File: src/sv/tcw_pkg.sv
`default_nettype none

package tcw_pkg;

   localparam int DEF_ROWS = 25;
   localparam int DEF_COLS = 80;

   localparam logic [7:0] CLEAR_ATTR = 8'h0F;
   localparam logic [7:0] BLANK_CHAR = 8'h20;
   localparam logic [7:0] NEWLINE    = 8'h0A;

   localparam logic [2:0] KIND_PUT    = 3'd0;
   localparam logic [2:0] KIND_CURSOR = 3'd1;
   localparam logic [2:0] KIND_CLEAR  = 3'd2;
   localparam logic [2:0] KIND_FILL   = 3'd3;
   localparam logic [2:0] KIND_READ   = 3'd4;

   typedef enum logic [2:0] {
      RAM_IDLE,
      RAM_PUT,
      RAM_BLANK,
      RAM_SCROLL,
      RAM_READ
   } ram_op_type;

   typedef enum logic [2:0] {
      CUR_HOLD,
      CUR_ADV,
      CUR_NEWLINE,
      CUR_COL0,
      CUR_SET
   } cur_op_type;

   typedef struct packed {
      logic       load_item;
      logic       cnt_clr;
      logic       cnt_inc;
      logic       blank_item;
      logic       rsp_load;
      ram_op_type ram_op;
      cur_op_type cur_op;
   } cmd_type;

   typedef struct packed {
      logic [2:0] kind;
      logic       is_nl;
      logic       col_past;
      logic       row_last;
      logic       blank_done;
      logic       scroll_done;
   } status_type;

endpackage

`default_nettype wire

File: src/sv/tcw_ctrl.sv
`default_nettype none

module tcw_ctrl (
   input  wire logic               clock,
   input  wire logic               reset,
   input  wire logic               req_valid,
   output logic                    req_ready,
   output logic                    rsp_valid,
   input  wire logic               rsp_ready,
   input  wire tcw_pkg::status_type status,
   output tcw_pkg::cmd_type        cmd
);

   typedef enum logic [2:0] {
      ST_INIT,
      ST_IDLE,
      ST_EXEC,
      ST_WRITE,
      ST_SCROLL,
      ST_BLANK,
      ST_READ,
      ST_RESP
   } state_type;

   state_type state_ff, state_in;
   logic      rsp_valid_ff, rsp_valid_in;
   logic      rsp_free;

   assign rsp_free  = !rsp_valid_ff || rsp_ready;
   assign req_ready = (state_ff == ST_IDLE);
   assign rsp_valid = rsp_valid_ff;

   always_comb begin
      state_in = state_ff;
      cmd      = '{load_item: 1'b0, cnt_clr: 1'b0, cnt_inc: 1'b0, blank_item: 1'b0,
                   rsp_load: 1'b0, ram_op: tcw_pkg::RAM_IDLE, cur_op: tcw_pkg::CUR_HOLD};

      case (state_ff)
         ST_INIT: begin
            cmd.ram_op  = tcw_pkg::RAM_BLANK;
            cmd.cnt_inc = 1'b1;
            if (status.blank_done) begin
               state_in = ST_IDLE;
            end
         end
         ST_IDLE: begin
            if (req_valid) begin
               cmd.load_item = 1'b1;
               state_in      = ST_EXEC;
            end
         end
         ST_EXEC: begin
            case (status.kind)
               tcw_pkg::KIND_PUT: begin
                  if (!status.is_nl && !status.col_past) begin
                     cmd.ram_op = tcw_pkg::RAM_PUT;
                     cmd.cur_op = tcw_pkg::CUR_ADV;
                     state_in   = ST_RESP;
                  end else if (!status.row_last) begin
                     cmd.cur_op = tcw_pkg::CUR_NEWLINE;
                     state_in   = status.is_nl ? ST_RESP : ST_WRITE;
                  end else begin
                     // bottom row: row stays, column back to 0, screen scrolls
                     cmd.cur_op  = tcw_pkg::CUR_COL0;
                     cmd.cnt_clr = 1'b1;
                     state_in    = ST_SCROLL;
                  end
               end
               tcw_pkg::KIND_CURSOR: begin
                  cmd.cur_op = tcw_pkg::CUR_SET;
                  state_in   = ST_RESP;
               end
               tcw_pkg::KIND_CLEAR, tcw_pkg::KIND_FILL: begin
                  cmd.cnt_clr = 1'b1;
                  state_in    = ST_BLANK;
               end
               tcw_pkg::KIND_READ: begin
                  cmd.ram_op = tcw_pkg::RAM_READ;
                  state_in   = ST_READ;
               end
               default: begin
                  state_in = ST_RESP;
               end
            endcase
         end
         ST_WRITE: begin
            cmd.ram_op = tcw_pkg::RAM_PUT;
            cmd.cur_op = tcw_pkg::CUR_ADV;
            state_in   = ST_RESP;
         end
         ST_SCROLL: begin
            cmd.ram_op  = tcw_pkg::RAM_SCROLL;
            cmd.cnt_inc = 1'b1;
            if (status.scroll_done) begin
               state_in = status.is_nl ? ST_RESP : ST_WRITE;
            end
         end
         ST_BLANK: begin
            cmd.ram_op     = tcw_pkg::RAM_BLANK;
            cmd.blank_item = 1'b1;
            cmd.cnt_inc    = 1'b1;
            if (status.blank_done) begin
               state_in = ST_RESP;
            end
         end
         ST_READ: begin
            state_in = ST_RESP;
         end
         ST_RESP: begin
            state_in = ST_RESP;
         end
         default: begin
            state_in = ST_IDLE;
         end
      endcase

      // a finished word goes straight to the output register when it is free
      if (state_in == ST_RESP && rsp_free) begin
         cmd.rsp_load = 1'b1;
         state_in     = ST_IDLE;
      end

      rsp_valid_in = cmd.rsp_load ? 1'b1 : (rsp_ready ? 1'b0 : rsp_valid_ff);
   end

   always_ff @(posedge clock) begin
      if (reset) begin
         state_ff     <= ST_INIT;
         rsp_valid_ff <= 1'b0;
      end else begin
         state_ff     <= state_in;
         rsp_valid_ff <= rsp_valid_in;
      end
   end

endmodule

`default_nettype wire

File: config.mk
export PLATFORM = sky130hd
export DESIGN_NAME = tcw_ctrl
export DESIGN_NICKNAME = d
export VERILOG_FILES = /design/src/sv/tcw_pkg.sv /design/src/sv/tcw_ctrl.sv
export SDC_FILE = /design/constraint.sdc
export NUM_CORES = 1
export LEC_CHECK = 0
export ABC_AREA = 1
export BUFFER_PORTS_ARGS = -buffer_cell sky130_fd_sc_hd__buf_2
export CELL_PAD_IN_SITES_DETAIL_PLACEMENT = 1
export CELL_PAD_IN_SITES_GLOBAL_PLACEMENT = 2
export CORE_AREA = 4 4 55 57
export CTS_BUF_LIST = sky130_fd_sc_hd__clkbuf_16
export DETAILED_ROUTE_END_ITERATION = 6
export DIE_AREA = 0 0 59 61
export PLACE_DENSITY_LB_ADDON = 0.1
export SETUP_SLACK_MARGIN = 0.02
export SLEW_MARGIN = 20
export SYNTH_ARGS = -nofsm -noshare
export SYNTH_HDL_FRONTEND = slang
export SYNTH_SLANG_ARGS = --single-unit
File: constraint.sdc
create_clock -name clock -period 2.8 [get_ports clock]
set_input_delay 0.84 -clock clock [delete_from_list [all_inputs] [get_ports clock]]
set_output_delay 0.84 -clock clock [all_outputs]
set_load 0.02 [all_outputs]
==> reports/qor.yml <==
run_status:
  status: "complete, no violations"
timing:
  rsz0062_at_grt: "no"
  max_slew_margin_pct: 77.0
  drv_slew: 0
  period_minus_slack_ns: 2.66
  setup_viol: 0
  fin_worst_skew_ns: 0.00160
  worst-slew-pin-transition_ns: 0.344
  fin_tns_setup_ns: 0
  fmax_mhz: 377
  period_share_pct: 94.9
  hold_viol_final: 0
synthesis:
  yosysMostFrequentCell: "nand2_1"
  syn_inst: 85
  syn_area_um2: 460
  synth_nets: 97
  synth_ff_type: "dfxtp_1"
  synth_commonest_cells: "nand2_1, inv_1, nor2_1"
  synth-seq-cells: 4
  yosysUniqueCellTypes: 21
  synth_area_leaders: "dfxtp_1, nand2_1, inv_1"
  ys_warn_count: 0
  synth_top_cell_by_area: "dfxtp_1"
  synth_edf_count: 0
  ys_seq_area_share_pct: 17.4
  async_flop_share_pct: 0
  netlist.area_leader.share_pct: 17.4
  syn_area_per_cell_um2: 5.42
detailed_routing:
  drtAntennaViolNets: 0
  via_per_inst: 4.06
  drc: 0
  drtIter0Drc: 14
  wire_per_inst_um: 9.83
  vias: 573
  routed_wl_mm: 1.39
  dr.pass1.iters: 3
placement:
  port_buffers: 24
  gp_congestion: 0.670
  dp_cells: 138
  post-dp-hpwl_mm: 1.21
floorplan:
  io_pins: 25
  die_w_um: 59
  dieArea_mm2: 0.00360
  fp.dieH_um: 61
  fp-row-count: 18
  start_util_pct: 18.6
  core-area_mm2: 0.00248
cells_and_area:
  nNetsFinal: 125
  drive_gt1_share_pct: 39.6
  num_antenna_cells: 0
  fin_cells: 141
  area_growth_pct: 52.4
setup_path:
  cp.required_ns: 1.96
  worstPathArrival_ns: 1.82
  critPathKind: "primary input to output pin"
  path_max_fanout: 3
  end_kind: "output pin"
  critPathSlowestCell: "a21oi_4"
  critPathLaunchType: "primary input"
  cpPeakStageDelay_ns: 0.18
  crit_chain: "buf_2 -> nor2_2 -> nor2_1 -> nand2_1 -> nand3_2 -> a21oi_4 -> nand4_1 -> inv_1 -> buf_4"
  worst-r2r-cell-count: 7
global_route:
  grt_pass1_vias: 581
  track_usage_pct: 8.96
  grt_pass1_wl_mm: 2.42
  overflow: 0
  grt_max_degree: 11
  grt_antenna_before_repair: 0
clock_tree:
  ctsRootBufferMaster: "clkbuf_16"
  cts_buffers: 3
  clock_path_buffers: 2
  cts_tree: "yes"
  clk_pin_slew_ns: 0.03
  htree_levels: 1
  postCtsHoldBufs: 0
  cts_sinks: 4
  cts_resized: 0
  post-cts-setup-buffers: 0
  insertion_delay_ns: 0.23
power_and_ir_drop:
  power_frac_comb_pct: 53.2
  internal_power_w: 0.000397
  p_leak_nw: 0.410
  seq_power_share_pct: 15.9
  ir_drop_v: 0.000467
  power_density_mw_per_mm2: 1040
  p_clk_share_pct: 30.9
  switchingPower_w: 0.000331
  p_sw_share_pct: 45.4
run:
  max-cap-violations: 0
min_path:
  hold_depth: 2
  holdCritPathClass: "flop to flop"
-- worst max-delay path: cells and delay by family --
family,cells,cell delay [ns]
simple gates,5,0.47
buf+inv,3,0.32
compound gates,1,0.18
-- per-stage QoR --
step	util (%)	setup WS [ns]	power [W]	hold slack [ns]	instance area, um2
after floorplan	-	0.278	0.000399	0.557	460
final	28.3	0.144	0.000728	0.500	702
after global routing	28.3	0.0276	0.000801	0.532	702
after detailed placement	24.5	0.0572	0.000492	0.495	607
after global placement	24.5	0.0349	0.000498	0.509	607
after CTS	27.5	0.0539	0.000724	0.502	682
-- final timing paths --
kind	to	start	slack, ns
max reg2reg	state_ff[2]	state_ff[1]	1.33
max	cmd[6]	status[4]	0.14
min	rsp_valid	rsp_valid	0.50
min reg2reg	rsp_valid	rsp_valid	0.50
-- layer usage --
layer,vias to the layer above,track usage [%],wire [um]
met3,2,1.91,56
met2,14,14.0,679
met5,-,0,0
li1,309,-,-
met1,248,11.4,624
met4,0,4.85,25
-- power groups by stage --
stage               registers, W  logic (W)  clock network [W]
finish                  0.000116   0.000387           0.000225
global route            0.000122   0.000443           0.000237
CTS                     0.000117   0.000377           0.000231
detailed placement      0.000118   0.000374                  0
global placement        0.000120   0.000378                  0
floorplan               0.000101   0.000298                  0
-- cells by family (layout without fill, tap and decap cells) --
kind of cell / count (synthesis) / after routing / synth area share (%)
buf+inv: 22 / 48 / 20.4
compound gates: 5 / 5 / 6.79
simple gates: 54 / 54 / 55.4
flops: 4 / 4 / 17.4
-- sequential cells by signal, indices dropped and copies added, names as in the netlist --
register	cells
rsp_valid	1
state_ff	3
-- layout make-up --
cell class	count	area, um2
Fill cell	331	1780
Sequential cell	4	80.1
Multi-Input combinational cell	59	304
Timing Repair Buffer	25	130
Clock buffer	3	75.1
Inverter	20	75.1
Tap cell	30	37.5
-- cells in the final DEF (no fill, tap or decap) --
cell       instances
nand2_1           19
a21oi_4            1
buf_4              2
nor4_1             1
nand2_2            2
nand3_1            8
nand3b_1           1
nor2_2             3
or2_2              1
buf_2             23
a21oi_1            2
nand3_2            2
inv_1             15
nand4_1            1
nor2_4             2
nor2_1            13
o211ai_1           1
o21ai_0            1
nor3_1             1
dfxtp_1            4
clkbuf_16          3
inv_2              5
No activity file was read; power rests on OpenSTA's default activity.
